File: src/rtl/strict_priority_four_class_server_defines.svh
// strict_priority_four_class_server_defines.svh
// assertion macros for the strict priority server rtl
// expects clk_i and rst_ni in the scope of each use
`ifndef STRICT_PRIORITY_FOUR_CLASS_SERVER_DEFINES_SVH
`define STRICT_PRIORITY_FOUR_CLASS_SERVER_DEFINES_SVH

// property checked on every clock edge outside reset
`define SPFCS_ASSERT(lbl, prop, msg) \
  lbl: assert property (@(posedge clk_i) disable iff (!rst_ni) (prop)) else $error(msg);

// implication checked on every clock edge outside reset
`define SPFCS_ASSERT_IMPL(lbl, ante, cons, msg) \
  lbl: assert property (@(posedge clk_i) disable iff (!rst_ni) (ante) |-> (cons)) \
    else $error(msg);

`endif

File: src/rtl/spfcs_pkg.sv
// spfcs_pkg.sv
// shared types, codes and defaults of the strict priority server
// no dependencies
`default_nettype none

package spfcs_pkg;

  // defaults and fixed field widths
  localparam int unsigned QUEUE_DEPTH_DEF = 16;
  localparam int unsigned ID_BITS_DEF     = 16;
  localparam int unsigned ID_FIELD_W      = 16;
  localparam int unsigned DUR_W           = 16;
  localparam int unsigned TIME_W          = 32;
  localparam int unsigned NUM_CLASSES     = 4;

  // item modes
  localparam logic MODE_ARRIVAL = 1'b0;
  localparam logic MODE_TICK    = 1'b1;

  // service classes: regular, silver, gold, platinum
  localparam logic [1:0] CLS_REGULAR  = 2'd0;
  localparam logic [1:0] CLS_SILVER   = 2'd1;
  localparam logic [1:0] CLS_GOLD     = 2'd2;
  localparam logic [1:0] CLS_PLATINUM = 2'd3;

  typedef enum logic [2:0] {
    EV_QUEUED   = 3'd0,
    EV_DROPPED  = 3'd1,
    EV_ANSWERED = 3'd2,
    EV_BUSY     = 3'd3,
    EV_IDLE     = 3'd4
  } event_kind_e;

  typedef struct packed {
    logic                    mode;
    logic [ID_FIELD_W-1:0]   caller_id;
    logic [1:0]              service_class;
    logic [DUR_W-1:0]        call_duration;
  } in_item_t;

  typedef struct packed {
    event_kind_e             event_kind;
    logic [ID_FIELD_W-1:0]   served_id;
    logic [1:0]              served_class;
    logic [TIME_W-1:0]       tick_now;
    logic                    queues_empty;
  } out_item_t;

  // per class queue control and status
  typedef struct packed {
    logic push;
    logic pop;
  } q_ctl_t;

  typedef struct packed {
    logic nonempty;
    logic full;
    logic last;
  } q_stat_t;

endpackage

`default_nettype wire

File: src/rtl/spfcs_queue.sv
// spfcs_queue.sv
// one class fifo: entry memory, pointers, count and a registered head read
// depends on spfcs_pkg and strict_priority_four_class_server_defines.svh
`default_nettype none
`include "strict_priority_four_class_server_defines.svh"

module spfcs_queue #(
  parameter int unsigned DEPTH = spfcs_pkg::QUEUE_DEPTH_DEF,
  parameter int unsigned ID_W  = spfcs_pkg::ID_BITS_DEF
) (
  input  wire logic                          clk_i,
  input  wire logic                          rst_ni,
  input  wire spfcs_pkg::q_ctl_t             ctl_i,
  input  wire logic [ID_W-1:0]               wr_id_i,
  input  wire logic [spfcs_pkg::DUR_W-1:0]   wr_dur_i,
  output spfcs_pkg::q_stat_t                 stat_o,
  output logic [ID_W-1:0]                    head_id_o,
  output logic [spfcs_pkg::DUR_W-1:0]        head_dur_o
);

  localparam int unsigned PtrW   = $clog2(DEPTH);
  localparam int unsigned CntW   = $clog2(DEPTH + 1);
  localparam int unsigned EntryW = ID_W + spfcs_pkg::DUR_W;

  logic [EntryW-1:0] mem_q [DEPTH];
  logic [EntryW-1:0] rd_q;
  logic [EntryW-1:0] wr_data;
  logic [PtrW-1:0]   head_q, head_d, tail_q, tail_d;
  logic [CntW-1:0]   count_q, count_d;

  assign wr_data = {wr_id_i, wr_dur_i};

  // pointer and count update with wrap at depth
  always_comb begin
    head_d  = head_q;
    tail_d  = tail_q;
    count_d = count_q;
    if (ctl_i.push) begin
      tail_d  = (tail_q == PtrW'(DEPTH - 1)) ? '0 : PtrW'(tail_q + PtrW'(1));
      count_d = CntW'(count_q + CntW'(1));
    end
    if (ctl_i.pop) begin
      head_d  = (head_q == PtrW'(DEPTH - 1)) ? '0 : PtrW'(head_q + PtrW'(1));
      count_d = CntW'(count_q - CntW'(1));
    end
  end

  always_ff @(posedge clk_i or negedge rst_ni) begin
    if (!rst_ni) begin
      head_q  <= '0;
      tail_q  <= '0;
      count_q <= '0;
    end else begin
      head_q  <= head_d;
      tail_q  <= tail_d;
      count_q <= count_d;
    end
  end

  // entry memory write
  always_ff @(posedge clk_i) begin
    if (ctl_i.push) begin
      mem_q[tail_q] <= wr_data;
    end
  end

  // head read follows the next head pointer, bypassing a same cycle write
  always_ff @(posedge clk_i) begin
    if (ctl_i.push && (tail_q == head_d)) begin
      rd_q <= wr_data;
    end else begin
      rd_q <= mem_q[head_d];
    end
  end

  assign head_id_o       = rd_q[EntryW-1:spfcs_pkg::DUR_W];
  assign head_dur_o      = rd_q[spfcs_pkg::DUR_W-1:0];
  assign stat_o.nonempty = (count_q != '0);
  assign stat_o.full     = (count_q == CntW'(DEPTH));
  assign stat_o.last     = (count_q == CntW'(1));

  // checks
  `SPFCS_ASSERT(a_count_in_range, count_q <= CntW'(DEPTH), "queue count above depth")
  `SPFCS_ASSERT_IMPL(a_no_pop_empty, ctl_i.pop, count_q != '0, "pop from empty queue")
  `SPFCS_ASSERT_IMPL(a_no_push_full, ctl_i.push, count_q != CntW'(DEPTH), "push to full queue")

endmodule

`default_nettype wire

File: src/rtl/strict_priority_four_class_server.sv
// strict_priority_four_class_server.sv
// top level: input register, priority pick, server timing, result register
// depends on spfcs_pkg, spfcs_queue and strict_priority_four_class_server_defines.svh
//
//   channel   direction   handshake                 payload
//   in        input       in_valid_i / in_stall_o   in_data_i  (spfcs_pkg::in_item_t)
//   out       output      out_valid_o / out_stall_i out_data_o (spfcs_pkg::out_item_t)
//
// one item per cycle sustained while no result stalls; each item gives one result after its transfer
// the rate is set by the single pass from the input register to the result register
// reset clears the queues, the tick and the free time at once; no clearing pass is needed
// a stalled result holds the pipe and in_stall_o rises once the input register is full
`default_nettype none
`include "strict_priority_four_class_server_defines.svh"

module strict_priority_four_class_server #(
  parameter int unsigned QUEUE_DEPTH = spfcs_pkg::QUEUE_DEPTH_DEF,
  parameter int unsigned ID_BITS     = spfcs_pkg::ID_BITS_DEF
) (
  input  wire logic                 clk_i,
  input  wire logic                 rst_ni,
  input  wire logic                 in_valid_i,
  output logic                      in_stall_o,
  input  wire spfcs_pkg::in_item_t  in_data_i,
  output logic                      out_valid_o,
  input  wire logic                 out_stall_i,
  output spfcs_pkg::out_item_t      out_data_o
);

  localparam int unsigned IdW = (ID_BITS < spfcs_pkg::ID_FIELD_W) ? ID_BITS
                                                                  : spfcs_pkg::ID_FIELD_W;
  localparam int unsigned NumCls = spfcs_pkg::NUM_CLASSES;
  localparam int unsigned TimeW  = spfcs_pkg::TIME_W;

  localparam int unsigned CLS_PLATINUM_IDX = int'(spfcs_pkg::CLS_PLATINUM);
  localparam int unsigned CLS_GOLD_IDX     = int'(spfcs_pkg::CLS_GOLD);
  localparam int unsigned CLS_SILVER_IDX   = int'(spfcs_pkg::CLS_SILVER);

  logic                 s1_valid_q, s1_valid_d;
  spfcs_pkg::in_item_t  s1_q;
  logic                 out_valid_q, out_valid_d;
  spfcs_pkg::out_item_t out_q, out_d;
  logic [TimeW-1:0]     tick_q, tick_d, free_q, free_d;

  spfcs_pkg::q_ctl_t    ctl [NumCls];
  spfcs_pkg::q_stat_t   stat [NumCls];
  logic [IdW-1:0]       head_id [NumCls];
  logic [spfcs_pkg::DUR_W-1:0] head_dur [NumCls];

  logic                 adv, in_xfer, is_tick, busy, any_waiting, arr_full;
  logic                 do_push, do_pop, all_empty;
  logic [1:0]           pick;
  logic [NumCls-1:0]    nonempty;
  logic [TimeW:0]       end_sum;

  // handshake: the item in the input register moves on when the result slot frees
  assign adv        = s1_valid_q && (!out_valid_q || !out_stall_i);
  assign in_stall_o = s1_valid_q && !adv;
  assign in_xfer    = in_valid_i && !in_stall_o;

  always_comb begin
    s1_valid_d = s1_valid_q;
    if (in_xfer) begin
      s1_valid_d = 1'b1;
    end else if (adv) begin
      s1_valid_d = 1'b0;
    end
    out_valid_d = out_valid_q;
    if (adv) begin
      out_valid_d = 1'b1;
    end else if (!out_stall_i) begin
      out_valid_d = 1'b0;
    end
  end

  // class fifos
  for (genvar c = 0; c < NumCls; c++) begin : g_queue
    spfcs_queue #(
      .DEPTH (QUEUE_DEPTH),
      .ID_W  (IdW)
    ) u_queue (
      .clk_i      (clk_i),
      .rst_ni     (rst_ni),
      .ctl_i      (ctl[c]),
      .wr_id_i    (s1_q.caller_id[IdW-1:0]),
      .wr_dur_i   (s1_q.call_duration),
      .stat_o     (stat[c]),
      .head_id_o  (head_id[c]),
      .head_dur_o (head_dur[c])
    );
    assign nonempty[c] = stat[c].nonempty;
  end

  // highest non-empty class wins
  always_comb begin
    if (nonempty[CLS_PLATINUM_IDX]) begin
      pick = spfcs_pkg::CLS_PLATINUM;
    end else if (nonempty[CLS_GOLD_IDX]) begin
      pick = spfcs_pkg::CLS_GOLD;
    end else if (nonempty[CLS_SILVER_IDX]) begin
      pick = spfcs_pkg::CLS_SILVER;
    end else begin
      pick = spfcs_pkg::CLS_REGULAR;
    end
  end

  // arrival and tick decisions
  assign is_tick     = (s1_q.mode == spfcs_pkg::MODE_TICK);
  assign busy        = (tick_q < free_q);
  assign any_waiting = |nonempty;
  assign arr_full    = stat[s1_q.service_class].full;
  assign do_push     = adv && !is_tick && !arr_full;
  assign do_pop      = adv && is_tick && !busy && any_waiting;

  always_comb begin
    all_empty = 1'b1;
    for (int c = 0; c < NumCls; c++) begin
      ctl[c].push = do_push && (s1_q.service_class == 2'(c));
      ctl[c].pop  = do_pop && (pick == 2'(c));
      if ((stat[c].nonempty && !(stat[c].last && ctl[c].pop)) || ctl[c].push) begin
        all_empty = 1'b0;
      end
    end
  end

  // server end time and tick, both saturating
  assign end_sum = {1'b0, tick_q} + (TimeW + 1)'(head_dur[pick]);

  always_comb begin
    free_d = free_q;
    if (do_pop) begin
      free_d = end_sum[TimeW] ? '1 : end_sum[TimeW-1:0];
    end
    tick_d = tick_q;
    if (adv && is_tick && (tick_q != '1)) begin
      tick_d = TimeW'(tick_q + TimeW'(1));
    end
  end

  // result word
  always_comb begin
    out_d.tick_now     = tick_q;
    out_d.queues_empty = all_empty;
    out_d.served_id    = '0;
    out_d.served_class = spfcs_pkg::CLS_REGULAR;
    if (!is_tick) begin
      out_d.served_id    = spfcs_pkg::ID_FIELD_W'(s1_q.caller_id[IdW-1:0]);
      out_d.served_class = s1_q.service_class;
      out_d.event_kind   = arr_full ? spfcs_pkg::EV_DROPPED : spfcs_pkg::EV_QUEUED;
    end else if (busy) begin
      out_d.event_kind   = spfcs_pkg::EV_BUSY;
    end else if (!any_waiting) begin
      out_d.event_kind   = spfcs_pkg::EV_IDLE;
    end else begin
      out_d.served_id    = spfcs_pkg::ID_FIELD_W'(head_id[pick]);
      out_d.served_class = pick;
      out_d.event_kind   = spfcs_pkg::EV_ANSWERED;
    end
  end

  // control registers
  always_ff @(posedge clk_i or negedge rst_ni) begin
    if (!rst_ni) begin
      s1_valid_q  <= 1'b0;
      out_valid_q <= 1'b0;
      tick_q      <= '0;
      free_q      <= '0;
    end else begin
      s1_valid_q  <= s1_valid_d;
      out_valid_q <= out_valid_d;
      tick_q      <= tick_d;
      free_q      <= free_d;
    end
  end

  // payload registers
  always_ff @(posedge clk_i) begin
    if (in_xfer) begin
      s1_q <= in_data_i;
    end
    if (adv) begin
      out_q <= out_d;
    end
  end

  assign out_valid_o = out_valid_q;
  assign out_data_o  = out_q;

  // checks
  `SPFCS_ASSERT(a_tick_monotonic, tick_q >= $past(tick_q), "tick went backward")
  `SPFCS_ASSERT_IMPL(a_answer_when_free, do_pop, tick_q >= free_q, "call answered while busy")
  `SPFCS_ASSERT_IMPL(a_result_held, $past(out_valid_q && out_stall_i), out_valid_q && $stable(out_q), "stalled result changed")

endmodule

`default_nettype wire
File: config.mk
export PLATFORM = sky130hd
export DESIGN_NAME = strict_priority_four_class_server
export DESIGN_NICKNAME = d
export VERILOG_FILES = /design/src/rtl/spfcs_pkg.sv /design/src/rtl/spfcs_queue.sv /design/src/rtl/strict_priority_four_class_server.sv
export VERILOG_INCLUDE_DIRS = /design/src /design/src/rtl
export SDC_FILE = /design/constraint.sdc
export NUM_CORES = 2
export LEC_CHECK = 0
export BUFFER_PORTS_ARGS = -buffer_cell sky130_fd_sc_hd__buf_2
export CORE_UTILIZATION = 60
export CTS_BUF_LIST = sky130_fd_sc_hd__clkbuf_4 sky130_fd_sc_hd__clkbuf_8 sky130_fd_sc_hd__clkbuf_16
export CTS_CLUSTER_DIAMETER = 200
export DETAILED_ROUTE_END_ITERATION = 8
export PLACE_DENSITY = 0.76
export SLEW_MARGIN = 10
export SYNTH_ARGS = -nofsm -noshare
export SYNTH_HDL_FRONTEND = slang
export SYNTH_SLANG_ARGS = --single-unit
export TNS_END_PERCENT = 30
File: constraint.sdc
create_clock -name clk_i -period 7.05 [get_ports clk_i]
set_clock_uncertainty 0.2 [all_clocks]
set_input_delay 1.41 -clock clk_i [delete_from_list [all_inputs] [get_ports clk_i]]
set_output_delay 1.41 -clock clk_i [all_outputs]
set_load 0.05 [all_outputs]
==> Word-level counts from Yosys, hierarchy flattened <==
Memories as Yosys holds them, arrays and structs flattened. A register that Yosys moved wholly into a read port is not among the register bits.
Cells that the tools add are included.
{ "totals": {"regBits": 207, "latch_bits": 0, "ramBits": 2048, "rom_bits": 0, "output_inout_bits": 56, "n_memories": 4} }
{ "mem_list": {"columns": ["memory", "depth", "width", "rd", "rd_clocked_by_memory_dff", "wr", "line_no", "text"], "rows": [
  ["g_queue[0].u_queue.mem_q", 16, 32, 1, 1, 1, "spfcs_queue.sv:25", "logic [EntryW-1:0] mem_q [DEPTH];"],
  ["g_queue[1].u_queue.mem_q", 16, 32, 1, 1, 1, "spfcs_queue.sv:25", null],
  ["g_queue[2].u_queue.mem_q", 16, 32, 1, 1, 1, "spfcs_queue.sv:25", null],
  ["g_queue[3].u_queue.mem_q", 16, 32, 1, 1, 1, "spfcs_queue.sv:25", null]
]} }
{ "classes": {"addsub": 18, "mul": 0, "div_mod_pow": 0, "n_lt_le_gt_ge": 3, "n_eq_ne": 24, "shifts": 0, "muxes": 52, "n_bitwise": 2, "n_reduce_logical": 54} }
{ "op_table": {"columns": ["cell", "count"], "rows": [
  ["$bmux W16 S2", 2],
  ["$mux W16", 4],
  ["$mux W4", 12],
  ["$mux W5", 8],
  ["$mux W18", 2],
  ["$add A32 B16 Y33", 1],
  ["$add A32 B1 Y32 const B", 1],
  ["$add A4 B1 Y4 const B", 8],
  ["$eq A4 B4 Y1 const B", 8],
  ["$lt A32 B32 Y1", 1],
  ["$mux W32", 1],
  ["$ne A32 B32 Y1 const B", 1],
  ["$logic_and A1 B1 Y1", 25],
  ["$mux W21", 1],
  ["$add A5 B1 Y5 const B", 4],
  ["$eq A5 B1 Y1 const B", 4],
  ["$eq A5 B5 Y1 const B", 4],
  ["$reduce_bool A5 Y1", 4],
  ["$sub A5 B1 Y5 const B", 4],
  ["$mux W1", 15],
  ["$logic_not A1 Y1", 11],
  ["$reduce_bool A2 Y1", 5],
  ["$eq A2 B2 Y1 const B", 4],
  ["$mux W2", 4],
  ["10 further kinds", 19]
]} }

==> Logic depth before layout (Yosys ltp) <==
{ "logic_depth": {"word_depth": 12, "depth_mapped": 21, "mapped_depth_nobuf": 18} }

==> By module <==
A second synthesis with hierarchy kept.
{ "hier_totals": {"hier_cells": 4359, "hier_area_um2": 88757.6} }
{ "by_module_without_submodules": {"columns": ["mod", "instances", "cells_each", "area_per_inst_um2"], "rows": [
  ["spfcs_queue at g_queue[0].u_queue ...", 2, 880, 20014.2],
  ["spfcs_queue at g_queue[2].u_queue ...", 2, 888, 20009.2],
  ["strict_priority_four_class_server", 1, 823, 8710.9]
]} }

==> Worst setup path before layout <==
No wires, ideal clock.
{ "synth_timing": {"path_type": "in2reg", "start": "in out_stall_i", "end": "mem g_queue[0].u_queue.mem_q[0][0] (netlist bit) (enable)", "setup_ns": 0.461, "arrival_time_ns": 6.243, "path_slack_ns": 0.146, "cell_stages": 7, "path_cell_list": "nand2_1 -> and2_1 -> o2111ai_2 -> nor3_2 -> buf_2 -> nand2_1 -> nor3_1"} }
{ "synth_between": {"elab_chain_cells": 8} }
{ "synth_lines": {"columns": ["element", "line_no", "text"], "rows": [
  ["from (decl)", "strict_priority_four_class_server.sv:26", "input wire logic out_stall_i,"],
  ["$logic_not A1 Y1", null, null],
  ["$logic_or A1 B1 Y1", "strict_priority_four_class_server.sv:57", "assign adv = s1_valid_q && (!out_valid_q || !out_stall_i);"],
  ["$logic_and A1 B1 Y1", "strict_priority_four_class_server.sv:57", null],
  ["net adv", "strict_priority_four_class_server.sv:50", "logic adv, in_xfer, is_tick, busy, any_waiting, arr_full;"],
  ["$logic_and A1 B1 Y1 (2 in a row)", "strict_priority_four_class_server.sv:112", "assign do_push = adv && !is_tick && !arr_full;"],
  ["$logic_and A1 B1 Y1", "strict_priority_four_class_server.sv:118", "ctl[c].push = do_push && (s1_q.service_class == 2'(c));"],
  ["$mux W1", "spfcs_queue.sv:62", "if (ctl_i.push) begin"],
  ["$mux W1 (implied by the code)", "spfcs_queue.sv:63", "mem_q[tail_q] <= wr_data;"],
  ["to (decl)", "spfcs_queue.sv:25", null]
]} }
The timed path passes the listed nets, and every way through them passes these cells.

==> summary.md <==
| Metric | Value |
|---|---|
| R2R setup slack | 1.34 ns |
| Final non-filler cell area | 99200 µm² |
| P per Cell Area | 287 nW/µm² |
| Most used DFF post-synth | edfxtp_1 |
| Vias in the first global route | 43800 |
| Total core area | 146000 µm² |
| CP max FO | 36 |
| Congestion Overflow GR | 0 |
| Die Y | 387 µm |
| Yosys reg bits | 2271 |
| Htree depth | 4 |
| Critical path endpoint category | flip-flop |
| Die area | 150000 µm² |
| Hold Violations, Final | 0 |
| Clock root buffer | clkbuf_16 |
| Hold Path Origin | free_q[31] |
| Buf/Inv on CP | 1 |
| CTS tree | done |
| Core Rows | 140 |
| Cell mode on critical path | mux4_2 |
| Fmax | 175 MHz |
| FILL cells | 8705 |
| Worst Slack Setup Final | 1.34 ns |
| # IOs | 95 |
| Num Clock Sinks | 2271 |
| DR iter-0 viols | 5873 |
| EDFF count, synth | 2137 |
| Final Cycle Share | 81.0% |
| Post-CTS Hold Buffers | 0 |
| Setup tns final | 0 ns |
| First drt pass iteration count | 5 |
| Dpl ws | 1.33 ns |
| Critical Path RT | 7.50 ns |
| DP Area | 92100 µm² |
| Most frequent cells in the layout | 2137 x edfxtp_1, 592 x mux4_2, 218 x clkbuf_16 |
| Vias | 44000 |
| Global placement routability congestion | 0.898 |
| Drt wl/cell | 33.9 µm |
| WHS Path Cells | 2 |
| Status | complete, no violations |
| RR Endpoint | free_q[6] |
| Slowest Stage Delay on Critical Path | 0.82 ns |
| Vias per cell | 6.83 |
| Headroom to the max-slew limit | 13.0% |
| Clock slew at reported path FFs | 0.06 ns |
| Most common cell after layout, fill and taps aside | edfxtp_1 |
| CP startpoint kind | flip-flop |
| Kind of cell adding the most delay to the critical path | compound AO/OA/AOI/OAI gates |
| Syn. warnings | 0 |
| Largest net degree at the start of global routing | 66 |
| Mean Syn Cell Area | 21.7 µm² |
| Netlist cell types | 80 |
| Peak supply drop | 0.239 mV |
| Worst Hold Path EP | free_q[31] |
| DRC | 0 |
| First-pass GRT wire length | 312000 µm |
| Layout cells sized above 1 | 29.1% |
| GRT Util Overall | 29.5% |
| Min-Delay Path Class | flip-flop to flip-flop |
| Clk_lat worst skew | 0.86 ns |
| Slew at the pin closest to its max-slew limit | 1.30 ns |
| Sequential share of the synthesized area | 75.9% |
| Max_cap viols | 0 |
| Fin crit period | 5.71 ns |
| # resized after CTS | 0 |
| Mapped Nets | 4219 |
| Die X-Extent | 387 µm |
| Crit Path Category | flip-flop to flip-flop |
| CP Data Arrival Time | 6.17 ns |
| Initial Utilization | 60.8% |
| Antenna violations before repair | 14 |
| Unrepaired setup endpoints after global routing | false |
| Max-slew violation total from the final report | 0 |
| Detailed Place HPWL | 118000 µm |
| Post-Route WL | 219000 µm |
| Reg2Reg Depth | 14 |
| Crit path max-delay cell type | dfxtp_4 |
| Pleak | 31.5 nW |
| CTS buffer count | 213 |
| Post-CTS Setup Repair Bufs | 0 |
| Crit-path cells | buf_4 -> mux4_2 -> mux4_2 -> o22ai_1 -> nor2_1 -> ha_1 -> a21o_1 -> a21oi_1 -> o21ai_0 -> a31oi_1 -> a31o_2 -> nand2b_1 -> nand2_1 -> a2bb2oi_1 |
| Final count of negative-setup-slack endpoints | 0 |
| Tot Pwr | 28.5 mW |
| Clock buffer depth | 3 |
| Routed Antenna Nets | 0 |
| Layout area overhead | 11.6% |
| Port bufs | 94 |
| Post-synthesis async set-or-reset flop share | 5.20% |
| Final #Nets | 4463 |
| Cell Area, Synth | 88900 µm² |
| Mapped Cells | 4096 |
## where the power goes
part	internal, mW	switching (mW)
logic	0.519	1.20
registers	15.0	0.239
clock network	6.57	4.91
total	22.1	6.36
## through the flow
step / instances / hold WS, ns / utilization (%)
floorplan: 4096 / 0.248 / -
global placement: 6040 / 0.267 / 63.0
detailed placement: 6040 / 0.279 / 63.0
CTS: 6440 / 0.296 / 67.8
global route: 6442 / 0.327 / 67.8
finish: 6444 / 0.290 / 67.8
## cell families (layout without fill, tap and decap cells)
logic type               Yosys count  in the layout  synth area share, %
multiplexers                     672            672                 15.9
XOR/XNOR                          75             75                0.739
AO/OA/AOI/OAI                    342            342                 2.60
adder cells (fa/ha/maj)           84             84                 1.19
buffers and inverters            281            710                 1.37
other                              0              2                    0
flip-flops                      2271           2271                 75.9
AND/OR/NAND/NOR                  371            371                 2.31
## registers in the layout, indices dropped and copies added (netlist names), named ones only
register and count:
out_data_o 54, g_queue.u_queue.count_q 20, s1_q 34, out_valid_o 1, g_queue.u_queue.mem_q 2048, s1_valid_q 1
free_q 32, g_queue.u_queue.head_q 16, is_tick 1, g_queue.u_queue.tail_q 16, tick_q 32
## tightest hold or removal path: cells and delay by family, from the launching register on
kind / cells / cell delay, ns
compound gates: 1 / 0.06
flops: 1 / 0.34
simple gates: 1 / 0.05
## cell usage after synthesis, types with 28 or more instances
cell type	number	area [µm²]
a211oi_1	37	278
a21oi_1	73	365
and2_1	35	219
buf_2	79	395
clkbuf_1	104	390
dfrtp_1	118	2950
edfxtp_1	2137	64200
ha_1	83	1040
inv_1	77	289
mux2i_1	72	721
mux4_2	592	13300
nand2_1	74	278
nand3_1	31	155
nor2_1	78	293
nor2b_1	36	225
o21ai_0	40	200
o22ai_1	81	507
xnor2_1	47	412
xor2_1	28	245
## area by class of cell
type,instances,area (µm²),area share (%)
repair buffers,233,1590,1.61
diodes,2,5.00,0.00504
clock inverters,109,946,0.953
inverters,77,289,0.291
multi-input cells,1544,20400,20.6
clock buffers,291,6100,6.15
flip-flops and latches,2271,67500,68.0
well taps,1917,2400,2.42
## metal layers
layer,share of wire [%],GRT usage (%)
met1,37,41.7
met2,48,45.9
met3,12,6.44
met4,3.7,11.3
met5,0.014,0
## worst max path at each step
stage / to / depth (start not counted) / slack, ns
2_1_floorplan: g_queue[0].u_queue.mem_q[0][0] / 7 / 0.15
3_3_place_gp: free_q[0] / 14 / 1.41
3_5_place_dp: free_q[6] / 13 / 1.33
4_1_cts: free_q[0] / 13 / 1.32
5_1_grt: free_q[7] / 14 / 1.01
6_report: free_q[6] / 14 / 1.34
Power figures use the tool's default switching activity.
